### src/rtl/ppg_pkg.sv
// shared types, register codes, palette and helpers of the pattern pixel generator
`timescale 1ns / 1ps

package ppg_pkg;

	typedef enum logic [1:0] {
		REG_PATTERN_STEP  = 2'd0,
		REG_CHECKER_CELLS = 2'd1,
		REG_STRIPE_BANDS  = 2'd2,
		REG_RING_COUNT    = 2'd3
	} cfg_reg_t;

	typedef enum logic [1:0] {
		KIND_CHECKER = 2'd0,
		KIND_STRIPES = 2'd1,
		KIND_RINGS   = 2'd2
	} kind_t;

	typedef enum logic {
		DIV_IDLE,
		DIV_RUN
	} div_state_t;

	localparam int PIX_W  = 7;
	localparam int SUM_W  = 8;
	localparam int DATA_W = 8;
	localparam int RING_W = 7;
	localparam int RC2_W  = 14;
	localparam int RGB_W  = 24;

	localparam int CHECKER_CELLS_RST = 8;
	localparam int STRIPE_BANDS_RST  = 10;
	localparam int RING_COUNT_RST    = 6;

	localparam logic [RGB_W-1:0] PALETTE [0:2][0:1] = '{
		'{24'hFF7300, 24'h26D933},
		'{24'hD91A26, 24'hF2D933},
		'{24'h1A8CF2, 24'hE6E6F2}
	};

	// exact for every 8-bit value
	function automatic logic [6:0] div3_u8(input logic [7:0] v);
		logic [15:0] p;
		p = 16'(v) * 16'd171;
		return p[15:9];
	endfunction

	function automatic logic [1:0] mod3_u8(input logic [7:0] v);
		logic [6:0] q;
		logic [7:0] r;
		q = div3_u8(v);
		r = v - (8'(q) * 8'd3);
		return r[1:0];
	endfunction

	function automatic logic [RGB_W-1:0] palette_rgb(input logic [1:0] pal, input logic sel);
		logic [RGB_W-1:0] rgb;
		case (pal)
			2'd0:    rgb = PALETTE[0][sel];
			2'd1:    rgb = PALETTE[1][sel];
			2'd2:    rgb = PALETTE[2][sel];
			default: rgb = PALETTE[0][sel];
		endcase
		return rgb;
	endfunction

endpackage

### src/rtl/procedural_pattern_pixel_generator.sv
// top level of the procedural pattern pixel generator
`timescale 1ns / 1ps

// Procedural pattern pixel generator: gives the RGB colour of one pixel of a square
// SIDE x SIDE test texture (checkerboard, diagonal stripes or concentric rings).
// Input: a transaction is taken at a rising edge with start high and busy low,
// carrying pixel_x, pixel_y and plane_b. One pixel is taken every cycle unless busy.
// Output: every transaction gives one result on red/green/blue with done high for
// exactly one cycle; the receiver cannot stall it. The pipeline depth is set by
// the ring lane, where KW is the width of the ring index (KW = 8 for SIDE = 128):
// three stages of squaring and scaling, then one stage per ring index bit of a
// restoring square root; the cell and band lanes divide one quotient bit a stage.
// Configuration: cfg_valid/cfg_ready with cfg_index and cfg_data. A write to the
// cell or band count starts a restoring divide of SIDE by the count, one bit a
// cycle; busy is high and cfg_ready low meanwhile. Pattern
// step and ring count writes take effect at once.
// Reset clears the pipeline, the registers to their reset values and the divider.
module procedural_pattern_pixel_generator #(
	parameter int SIDE = 128
) (
	input  logic                               clk,
	input  logic                               arst_n,
	input  logic                               start,
	output logic                               busy,
	input  logic [ppg_pkg::PIX_W-1:0]          pixel_x,
	input  logic [ppg_pkg::PIX_W-1:0]          pixel_y,
	input  logic                               plane_b,
	output logic                               done,
	output logic [7:0]                         red,
	output logic [7:0]                         green,
	output logic [7:0]                         blue,
	input  logic                               cfg_valid,
	output logic                               cfg_ready,
	input  ppg_pkg::cfg_reg_t                  cfg_index,
	input  logic [ppg_pkg::DATA_W-1:0]         cfg_data
);

	import ppg_pkg::*;

	localparam int SW    = $clog2(SIDE + 1);
	localparam int CNT_W = $clog2(SW);
	localparam int TW    = ((SW > SUM_W) ? SW : SUM_W) + 1;
	localparam int DMAX  = (SIDE >= 127) ? SIDE : 254 - SIDE;
	localparam int DW    = $clog2(DMAX + 1);
	localparam int QW    = 2 * DW + 1;
	localparam int MW    = RC2_W + QW;
	localparam int KMAX  = (127 * 3 * DMAX) / (2 * SIDE) + 1;
	localparam int KW    = $clog2(KMAX + 1);
	localparam int CW0   = 2 * (KW + SW) + 2;
	localparam int CW    = (CW0 > MW) ? CW0 : MW;
	localparam int EW    = SW + SUM_W;
	localparam int DIV_LAST = SUM_W + 1;
	localparam int P     = KW + 2;
	localparam int LAT   = P + 1;

	localparam int CHK_Q = SIDE / CHECKER_CELLS_RST;
	localparam int BND_Q = SIDE / STRIPE_BANDS_RST;
	localparam logic [SW-1:0] CHK_SIZE_RST = SW'((CHK_Q > 0) ? CHK_Q : 1);
	localparam logic [SW-1:0] BND_SIZE_RST = SW'((BND_Q > 0) ? BND_Q : 1);
	localparam logic [RC2_W-1:0] RC2_RST   = RC2_W'(RING_COUNT_RST * RING_COUNT_RST);
	localparam logic [SW-1:0] SIDE_BITS    = SW'(SIDE);
	localparam logic [CW-1:0] S2           = CW'(SIDE * SIDE);
	localparam logic [TW-1:0] SIDE_T       = TW'(SIDE);

	// configuration state
	kind_t             kind_q;
	logic [1:0]        pal_q;
	logic [RC2_W-1:0]  rc2_q;
	logic [SW-1:0]     chk_size_q;
	logic [SW-1:0]     band_size_q;

	// size divider
	div_state_t        state_q, state_nx;
	logic [CNT_W-1:0]  div_cnt_q;
	logic [7:0]        div_rem_q;
	logic [7:0]        div_den_q;
	logic [SW-1:0]     div_quo_q;
	logic              div_tgt_q;
	logic [8:0]        div_rem2;
	logic              div_ge;
	logic [7:0]        div_rem_nx;
	logic [SW-1:0]     div_quo_nx;
	logic [SW-1:0]     div_size_nx;
	logic              div_last;
	logic              cfg_wr;
	logic              size_wr;

	assign cfg_wr  = cfg_valid && cfg_ready;
	assign size_wr = cfg_wr && (cfg_index == REG_CHECKER_CELLS || cfg_index == REG_STRIPE_BANDS);

	assign div_rem2    = {div_rem_q, SIDE_BITS[div_cnt_q]};
	assign div_ge      = div_rem2 >= {1'b0, div_den_q};
	assign div_rem_nx  = div_ge ? 8'(div_rem2 - {1'b0, div_den_q}) : div_rem2[7:0];
	assign div_quo_nx  = SW'({div_quo_q, div_ge});
	assign div_size_nx = (div_quo_nx == '0) ? SW'(1) : div_quo_nx;

	always_comb begin
		state_nx  = state_q;
		div_last  = 1'b0;
		busy      = 1'b0;
		cfg_ready = 1'b1;
		case (state_q)
			DIV_IDLE: begin
				if (size_wr) begin
					state_nx = DIV_RUN;
				end
			end
			DIV_RUN: begin
				busy      = 1'b1;
				cfg_ready = 1'b0;
				if (div_cnt_q == '0) begin
					div_last = 1'b1;
					state_nx = DIV_IDLE;
				end
			end
			default: state_nx = DIV_IDLE;
		endcase
	end

	always_ff @(posedge clk or negedge arst_n) begin
		if (!arst_n) begin
			state_q     <= DIV_IDLE;
			kind_q      <= KIND_CHECKER;
			pal_q       <= 2'd0;
			rc2_q       <= RC2_RST;
			chk_size_q  <= CHK_SIZE_RST;
			band_size_q <= BND_SIZE_RST;
		end else begin
			state_q <= state_nx;
			if (cfg_wr) begin
				case (cfg_index)
					REG_PATTERN_STEP: begin
						kind_q <= kind_t'(mod3_u8(cfg_data));
						pal_q  <= mod3_u8({1'b0, div3_u8(cfg_data)});
					end
					REG_RING_COUNT: begin
						rc2_q <= RC2_W'(cfg_data[RING_W-1:0]) * RC2_W'(cfg_data[RING_W-1:0]);
					end
					default: ;
				endcase
			end
			if (div_last) begin
				if (div_tgt_q) begin
					band_size_q <= div_size_nx;
				end else begin
					chk_size_q <= div_size_nx;
				end
			end
		end
	end

	always_ff @(posedge clk) begin
		if (size_wr) begin
			div_den_q <= (cfg_data == '0) ? 8'd1 : cfg_data;
			div_tgt_q <= (cfg_index == REG_STRIPE_BANDS);
			div_rem_q <= '0;
			div_quo_q <= '0;
			div_cnt_q <= CNT_W'(SW - 1);
		end else if (state_q == DIV_RUN) begin
			div_rem_q <= div_rem_nx;
			div_quo_q <= div_quo_nx;
			div_cnt_q <= div_cnt_q - CNT_W'(1);
		end
	end

	// pixel pipeline
	logic              accept;
	logic [SW-1:0]     div_size;
	logic [TW-1:0]     tx, ty;
	logic [DW-1:0]     adx, ady;

	logic              vld_s   [1:P];
	logic              plane_s [1:P];
	logic [SUM_W-1:0]  ra_s    [1:DIV_LAST-1];
	logic [SUM_W-1:0]  rb_s    [1:DIV_LAST-1];
	logic              dpar_s  [DIV_LAST:P];
	logic [2*DW-1:0]   dx2_s1, dy2_s1;
	logic [QW-1:0]     q_s2;
	logic [MW-1:0]     m_s3;
	logic [CW-1:0]     rrem_s  [4:P];
	logic [CW-1:0]     rt_s    [4:P];

	logic [CW-1:0]     fin_delta;
	logic              ring_bit;
	logic              parity;
	logic              done_q;
	logic [RGB_W-1:0]  rgb_q;

	assign accept   = start && !busy;
	assign div_size = (kind_q == KIND_CHECKER) ? chk_size_q : band_size_q;

	assign tx  = TW'({pixel_x, 1'b0});
	assign ty  = TW'({pixel_y, 1'b0});
	assign adx = DW'((tx >= SIDE_T) ? tx - SIDE_T : SIDE_T - tx);
	assign ady = DW'((ty >= SIDE_T) ? ty - SIDE_T : SIDE_T - ty);

	always_ff @(posedge clk or negedge arst_n) begin
		if (!arst_n) begin
			for (int k = 1; k <= P; k++) begin
				vld_s[k] <= 1'b0;
			end
			done_q <= 1'b0;
		end else begin
			vld_s[1] <= accept;
			for (int k = 2; k <= P; k++) begin
				vld_s[k] <= vld_s[k-1];
			end
			done_q <= vld_s[P];
		end
	end

	always_ff @(posedge clk) begin
		plane_s[1] <= plane_b;
		for (int k = 2; k <= P; k++) begin
			plane_s[k] <= plane_s[k-1];
		end
		ra_s[1] <= (kind_q == KIND_CHECKER) ? SUM_W'(pixel_x) : SUM_W'(pixel_x) + SUM_W'(pixel_y);
		rb_s[1] <= SUM_W'(pixel_y);
		dx2_s1  <= (2*DW)'(adx) * (2*DW)'(adx);
		dy2_s1  <= (2*DW)'(ady) * (2*DW)'(ady);
		q_s2    <= QW'(dx2_s1) + QW'(dy2_s1);
		m_s3    <= MW'(rc2_q) * MW'(q_s2);
	end

	for (genvar k = DIV_LAST + 1; k <= P; k++) begin : g_dpar
		always_ff @(posedge clk) begin
			dpar_s[k] <= dpar_s[k-1];
		end
	end

	// cell and band lanes: one restoring quotient bit per stage, parity of the last
	for (genvar k = 2; k <= DIV_LAST; k++) begin : g_div
		localparam int B = DIV_LAST - k;
		logic [EW-1:0] dsh;
		logic [EW-1:0] va, vb;
		logic          ga, gb;

		assign dsh = EW'(div_size) << B;
		assign va  = EW'(ra_s[k-1]);
		assign vb  = EW'(rb_s[k-1]);
		assign ga  = va >= dsh;
		assign gb  = vb >= dsh;

		if (k < DIV_LAST) begin : g_step
			always_ff @(posedge clk) begin
				ra_s[k] <= ga ? SUM_W'(va - dsh) : ra_s[k-1];
				rb_s[k] <= gb ? SUM_W'(vb - dsh) : rb_s[k-1];
			end
		end else begin : g_end
			always_ff @(posedge clk) begin
				dpar_s[k] <= (kind_q == KIND_CHECKER) ? (ga ^ gb) : ga;
			end
		end
	end

	// ring lane: largest k with (k*SIDE)^2 <= m, one bit per stage, t tracks k*SIDE^2
	for (genvar k = 4; k <= P; k++) begin : g_sqrt
		localparam int B = KW + 3 - k;
		logic [CW-1:0] rem_in, t_in, delta;
		logic          ge;

		if (k == 4) begin : g_first
			assign rem_in = CW'(m_s3);
			assign t_in   = '0;
		end else begin : g_next
			assign rem_in = rrem_s[k-1];
			assign t_in   = rt_s[k-1];
		end

		assign delta = (t_in << (B + 1)) + (S2 << (2 * B));
		assign ge    = rem_in >= delta;

		always_ff @(posedge clk) begin
			rrem_s[k] <= ge ? rem_in - delta : rem_in;
			rt_s[k]   <= ge ? t_in + (S2 << B) : t_in;
		end
	end

	assign fin_delta = (rt_s[P] << 1) + S2;
	assign ring_bit  = rrem_s[P] >= fin_delta;
	assign parity    = (kind_q == KIND_RINGS) ? ring_bit : dpar_s[P];

	always_ff @(posedge clk) begin
		rgb_q <= palette_rgb(pal_q, parity ^ plane_s[P]);
	end

	assign done  = done_q;
	assign red   = rgb_q[23:16];
	assign green = rgb_q[15:8];
	assign blue  = rgb_q[7:0];

	a_result_follows: assert property (@(posedge clk) disable iff (!arst_n)
		(start && !busy) |-> ##LAT done)
		else $error("accepted transaction produced no result");

	a_no_phantom: assert property (@(posedge clk) disable iff (!arst_n)
		done |-> $past(start && !busy, LAT))
		else $error("result without a matching transaction");

	a_busy_from_write: assert property (@(posedge clk) disable iff (!arst_n)
		$rose(busy) |-> $past(cfg_valid && cfg_ready))
		else $error("divider started without a configuration write");

	a_size_nonzero: assert property (@(posedge clk) disable iff (!arst_n)
		$fell(busy) |-> (chk_size_q != '0) && (band_size_q != '0))
		else $error("cell or band size is zero");

endmodule
### config.mk
export PLATFORM = sky130hd
export DESIGN_NAME = procedural_pattern_pixel_generator
export DESIGN_NICKNAME = d
export VERILOG_FILES = /design/src/rtl/ppg_pkg.sv /design/src/rtl/procedural_pattern_pixel_generator.sv
export SDC_FILE = /design/constraint.sdc
export NUM_CORES = 1
export LEC_CHECK = 0
export BUFFER_PORTS_ARGS = -buffer_cell sky130_fd_sc_hd__buf_2
export CAP_MARGIN = 20
export CORE_MARGIN = 3
export CORE_UTILIZATION = 65
export CTS_CLUSTER_SIZE = 40
export DETAILED_ROUTE_END_ITERATION = 6
export PLACE_DENSITY = 0.84
export SETUP_SLACK_MARGIN = 0.05
export SLEW_MARGIN = 25
export SYNTH_ARGS = -nofsm -noshare
export SYNTH_HDL_FRONTEND = slang
export SYNTH_SLANG_ARGS = --single-unit
### constraint.sdc
create_clock -name clk -period 17.6 [get_ports clk]
set_clock_uncertainty 0.2 [all_clocks]
set_input_delay 0 -clock clk [delete_from_list [all_inputs] [get_ports clk]]
set_output_delay 0 -clock clk [all_outputs]
set_load 0.05 [all_outputs]
==> summary.txt, run 1 <==
Die
  – Core region area: about 47000 um^2
  – Die Ht: ~230 um
  – Num ports: 56
  – Die area: around 51000 um^2
  – Cell Rows: between 70 and 80
  – Die span in x: roughly 230 um
  – Initial Util: 0.667

Worst setup path
  – Crit path kind: input port to flop
  – CP Data Required Time: ~18 ns
  – CP arrival: just under 9 ns
  – Critical Path Fanout Max: 16
  – CP Capture Type: flop
  – Worst stage delay on the critical path: approximately 0.56 ns
  – CP bufs+invs: 6
  – Worst Setup Start Kind: input port
  – Crit-path leading delay family: adder cells
  – Critical Path Slowest Stage Cell: fa_1
  – R2R setup slack: between 10 and 15 ns

Final layout
  – Net count, final: 3860
  – Post-route cell area: between 30000 and 40000 um^2
  – N_diodes: 0
  – Layout area overhead: 10.0%
  – Fraction of layout cells with a size suffix above 1: 0.0685

Logic synthesis
  – Compound-Gate Fraction of Synth Area: 0.0794
  – Cell accounting for the most synthesized area: dfxtp_1
  – Sequential area share after synthesis: 0.359
  – Mapped Area: 31500 um^2
  – Synth warnings: 0
  – Xor-xnor portion of the synthesized cell area: 0.0567
  – Largest family of logic cells by synthesized area: adder cells
  – Avg Inst Size Synth: 10.1 um^2
  – Cells after synthesis: a little over 3000
  – Post-Synth Simple-Gate Area: 0.124
  – Synth area leaders: dfxtp_1, ha_1, fa_1
  – Post-Synth Adder-Cell Area: 0.298
  – Synth Flop Type: dfxtp_1
  – EDFF count, synth: 9
  – Async SR Flop Fraction: 0.0821
  – Seq cells post-synth: 548
  – Synth unique cells: 75
  – Yosys top cell area share: 0.314
  – Multiplexer area fraction after synthesis: 0.0259

Detailed routing
  – Starting DRT DRC Count: between 1000 and 1500
  – DRT Wirelength: approximately 69000 um
  – Routed vias/inst: between 5 and 6
  – Total iterations of the first detailed-routing run: 6
  – Average wire per standard cell: 17.7 um
  – Via count: roughly 22000
  – DRT antenna net count: 0
  – DRC: 0

Global route
  – Initial antenna violation count: 0
  – Grt ovf: 0
  – Gr usage total: 0.274
  – Vias in the first global route: ~24000
  – First-pass GRT wire length: 114000 um
  – Largest net degree at the start of global routing: 41

Clock network
  – CTS tree: built
  – Post-CTS setup buffers: 0
  – Root buffer cell: clkbuf_16
  – Num CTS Buffers: 53
  – # H-tree levels: 2
  – Clock slew at reported path FFs: roughly 0.07 ns
  – Skew-Pair Late Insertion Delay: around 0.62 ns
  – Clock sinks: between 500 and 600
  – Clock Path Buffers: 3

Status
  – Status: finished clean

STA
  – Measured slew at the worst slew-check pin: ~0.93 ns
  – RSZ-0062 raised after global routing: false
  – Max-slew violations: 0
  – Setup TNS: 0 ns
  – F_max: roughly 0.12 GHz
  – Fin. Hold Viols: 0
  – Period utilization: 0.479
  – Max_slew headroom: 0.378
  – Fin crit period: 8.42 ns
  – Final setup violation count: 0

Placed design
  – DP Wirelength: ~50000 um
  – Input/output buffers: 54
  – RePlAce Congestion: 0.889
  – Post-Place Cell Area: 32300 um^2

Flow run
  – Maxcap violations: 0

Min path
  – HP Class: input port to flop
## Yosys cell counts, types with 11 or more instances
master,count
o31ai_1,12
dfxtp_1,494
mux2_2,43
a21oi_1,127
a21o_1,50
o21ai_0,112
nor2b_1,40
nand3_1,27
nor2_1,166
mux2i_1,33
and2_1,95
nor3_1,52
o21a_1,21
nand2b_1,38
nand2_1,241
xor2_1,82
nor4b_1,11
nand4_1,13
inv_1,402
fa_1,218
clkbuf_1,48
ha_1,401
xnor2_1,120
dfrtp_1,40
o21bai_1,22
nor4_1,49
## kinds of logic (layout without fill, tap and decap cells)
group | Yosys count | count (layout)
XOR/XNOR | 203 | 203
flip-flops | 548 | 548
multiplexers | 76 | 76
other | 1 | 8
AO/OA/AOI/OAI | 409 | 409
adder cells (fa/ha/maj) | 619 | 619
AND/OR/NAND/NOR | 780 | 780
buffers and inverters | 466 | 613
## area by class of cell
cell class / instances / area [um^2]
multi-input combinational: 2095 / 18400
fill: 3170 / 12500
sequential: 548 / 11300
inverter: 404 / 1520
clock buffer: 71 / 1500
timing repair buffer: 110 / 831
tap: 607 / 759
clock inverter: 28 / 298
## state kept, by name (all words and copies together) (netlist names), 2 cells and up
register and flops:
rgb_q 17, div_den_q 8, div_rem_q 8, div_cnt_q 3
plane_s 10, kind_q 2, dx2_s1 13, rrem_s 222
rc2_q 13, dy2_s1 13, m_s3 29, q_s2 15
vld_s 10, band_size_q 8, chk_size_q 8, ra_s 64
pal_q 2, rt_s 28, dpar_s 2, rb_s 62
div_quo_q 7
## routing by layer
metal	GRT usage	wire, um	vias to the layer above
met5	0	0	-
met4	0.132	3390	0
met3	0.0356	2590	213
met2	0.508	35600	539
met1	0.313	26900	10700
li1	-	-	10400
## final timing paths
check / endpoint / depth (start not counted) / startpoint
worst max-delay path: pal_q[1]$_DFFE_PN0P_ / 36 / cfg_data[1]
worst min-delay path: dy2_s1[4]$_DFF_P_ / 3 / pixel_y[1]
worst max register to register: m_s3[30]$_DFF_P_ / 19 / rc2_q[4]$_DFFE_PN0P_
worst min register to register: rb_s[0][22]$_DFF_P_ / 0 / rb_s[0][14]$_DFF_P_
max in group asynchronous: band_size_q[7]$_DFFE_PN0P_ / 4 / arst_n
min in group asynchronous: chk_size_q[4]$_DFFE_PN1P_ / 3 / arst_n
## worst reg2reg max path, stage by stage, from the launching register on
cell	delay, ns
dfrtp_1	0.75
nand2_1	0.19
fa_1	0.58
inv_1	0.04
ha_1	0.27
inv_1	0.05
fa_1	0.52
fa_1	0.45
fa_1	0.55
inv_1	0.05
fa_1	0.47
ha_1	0.37
o211ai_1	0.23
nor3_1	0.09
a211oi_2	0.36
o21ai_1	0.21
a211oi_1	0.48
o21ai_0	0.18
a21oi_1	0.21
xnor2_1	0.17
## cells in the final DEF, fill, tap and decap left out, types with 43 or more instances in the layout
master           n
inv_1          402
o21ai_0        112
nor4_1          49
clkbuf_16       53
xor2_1          82
and2_1          95
xnor2_1        120
dfxtp_1        494
fa_1           218
nor3_1          52
a21o_1          50
buf_2           54
nand2_1        241
dlygate4sd3_1   48
nor2_1         165
a21oi_1        127
ha_1           401
mux2_2          43
## metrics by stage
| step | setup slack, ns | hold slack [ns] | std cells | utilization |
|---|---|---|---|---|
| after floorplan | 9.88 | -0.496 | 3109 | - |
| after global placement | 9.21 | -0.0318 | 3715 | 0.686 |
| after detailed placement | 9.11 | -0.0319 | 3715 | 0.686 |
| after CTS | 9.22 | 0.0388 | 3863 | 0.735 |
| after global routing | 8.65 | 0.0972 | 3863 | 0.735 |
| final | 9.18 | 0.0799 | 3863 | 0.735 |
## what timing repair did
item,CTS,global route
hold endpoints to repair,98,0
gates resized for setup,0,0
hold buffers,49,0
Power of run 1 is left out: the tool's default activity adds up to more than one toggle a clock period on the data nets, which glitch-free logic cannot reach.
==> run 2: changes to the inputs <==
Settings changed: CORE_UTILIZATION 65 to 58, PLACE_DENSITY 0.84 to 0.79.
Clock period 17.6 ns to 7.2 ns, I/O delays scaled along.
==> run 2 against run 1 <==
  * Register-to-register slack lost 10 ns
  * Cell area up 2.0%
  * Wire length decreased by 5.7%
  * Setup slack got worse by 9.0 ns
  * Via count decreased by 1.1%
  * Non-clock buffer count rose by 46
  * Worst hold slack lost 0.063 ns
  * Critical path depth decreased by 2
  * First-iteration DRC count shrank 17%
  * Core utilization down 6.9 points
  * Clock-buffer cell count fell by 1
  * Global-route usage fell by 4.3 points
==> summary.txt, run 2 (synthesized netlist as in run 1, its figures left out) <==
Status
  – Status: finished clean

Die
  – Die span in x: around 240 um
  – Initial Util: 0.593
  – Cell Rows: 84
  – Core region area: approximately 53000 um^2
  – Die Ht: 239 um
  – Num ports: 56
  – Die area: roughly 57000 um^2

Detailed routing
  – Via count: about 22000
  – DRC: 0
  – Wire length on met3: between 2000 and 2500 um
  – Total iterations of the first detailed-routing run: 5
  – Routed vias/inst: 5.42
  – Average wire per standard cell: approximately 16 um
  – Met2 routed WL: between 30000 and 40000 um
  – Starting DRT DRC Count: 1041
  – DRT Wirelength: 64600 um
  – Routed metal-1 wirelength: 26600 um
  – Max layer used: met4
  – DRT antenna net count: 0

Worst setup path
  – Worst Setup Start Kind: input port
  – Worst stage delay on the critical path: roughly 0.58 ns
  – Critical Path Fanout Max: 3
  – Crit path kind: input port to flop
  – CP arrival: 7.37 ns
  – Critical Path Slowest Stage Cell: dlygate4sd3_1
  – Cell mode on critical path: xnor2_1
  – CP Data Required Time: around 7.5 ns
  – CP Capture Type: flop

STA
  – F_max: ~0.14 GHz
  – Fin crit period: about 7.1 ns
  – RSZ-0062 raised after global routing: true
  – Period utilization: 0.980
  – Max_slew headroom: 0.394
  – Measured slew at the worst slew-check pin: 0.907 ns
  – Hold_ws: 0.0165 ns
  – Final setup violation count: 0
  – Fin. Hold Viols: 0
  – Max-slew violations: 0

Global route
  – Initial antenna violation count: 0
  – Grt ovf: 0
  – First-pass GRT wire length: 109000 um
  – Gr usage total: 0.231
  – Vias in the first global route: 23000
  – Largest net degree at the start of global routing: 41

Placed design
  – Input/output buffers: 54
  – Post-Place Cell Area: between 30000 and 40000 um^2
  – RePlAce Congestion: around 0.9
  – DP Wirelength: 49400 um

Flow run
  – Maxcap violations: 0

Final layout
  – Max reg flops: approximately 220
  – Post-route cell area: approximately 35000 um^2
  – Fraction of layout cells with a size suffix above 1: 0.0866
  – FILL cells: 3884
  – Net count, final: 3907
  – Commonest non-fill, non-tap cell in the layout: dfxtp_1
  – Layout area overhead: 12.2%
  – Post-layout utilization of the core: 0.666
  – Largest register by flop count: rrem_s
  – Most frequent cells in the layout: dfxtp_1, inv_1, ha_1
  – Top flop regs: rrem_s: 222 flops, ra_s: 64 flops, rb_s: 62 flops

Clock network
  – CTS tree: built
  – # H-tree levels: 2
  – Root buffer cell: clkbuf_16
  – Clock Path Buffers: 3
  – Skew-Pair Late Insertion Delay: about 0.63 ns
  – Num CTS Buffers: 54
  – Clock sinks: 548
  – Clock slew at reported path FFs: approximately 0.06 ns

Min path
  – HP Class: input port to flop
run 2: cell type report:
cell class | count | area, um^2 | area share
clock inverter | 31 | 394 | 0.0112
clock buffer | 70 | 1520 | 0.0431
multi-input combinational | 2095 | 18500 | 0.525
timing repair buffer | 156 | 1210 | 0.0342
inverter | 404 | 1520 | 0.0429
sequential | 548 | 11300 | 0.320
antenna | 1 | 2.50 | 0.0000708
tap | 688 | 861 | 0.0244
run 2: final timing paths:
kind | from | end | slack (ns) | cells past startpoint
min in group asynchronous | arst_n | rc2_q[5]$_DFFE_PN1P_ | 0.33 | 3
setup / recovery | cfg_data[2] | pal_q[1]$_DFFE_PN0P_ | 0.14 | 34
setup reg to reg | rc2_q[7]$_DFFE_PN0P_ | m_s3[30]$_DFF_P_ | 0.67 | 19
hold / removal | cfg_data[2] | rc2_q[3]$_DFFE_PN0P_ | 0.02 | 5
hold reg to reg | rb_s[0][27]$_DFF_P_ | rb_s[0][35]$_DFF_P_ | 0.11 | 0
max in group asynchronous | arst_n | rc2_q[11]$_DFFE_PN0P_ | 6.17 | 4
run 2: timing repair:
action                     in CTS  in global routing
hold buffers                   57                  0
setup endpoints to repair       0                  1
resized for setup               0                 12
buffers inserted                0                  5
hold endpoints to repair       96                  0
run 2: layer usage:
| layer | vias up | GRT usage |
|---|---|---|
| li1 | 10500 | - |
| met1 | 10500 | 0.277 |
| met2 | 497 | 0.423 |
| met3 | 171 | 0.0313 |
| met4 | 0 | 0.0872 |
| met5 | - | 0 |
run 2: worst max-delay path, delay by kind of cell:
family / cells / cell delay, ns
xor+xnor: 7 / 1.08
simple gates: 2 / 0.21
buf+inv: 6 / 1.00
fa+ha+maj: 10 / 3.52
compound gates: 9 / 1.56
run 2: metrics by stage:
step                setup TNS, ns  std cells  worst slack (ns)
finish                          0       3993             0.142
global placement           -0.320       3829            -0.320
floorplan                       0       3109            0.0110
detailed placement         -0.459       3829            -0.459
CTS                             0       3987            0.0559
global route               -0.192       3992            -0.192
Power of run 2 is left out for the same reason.
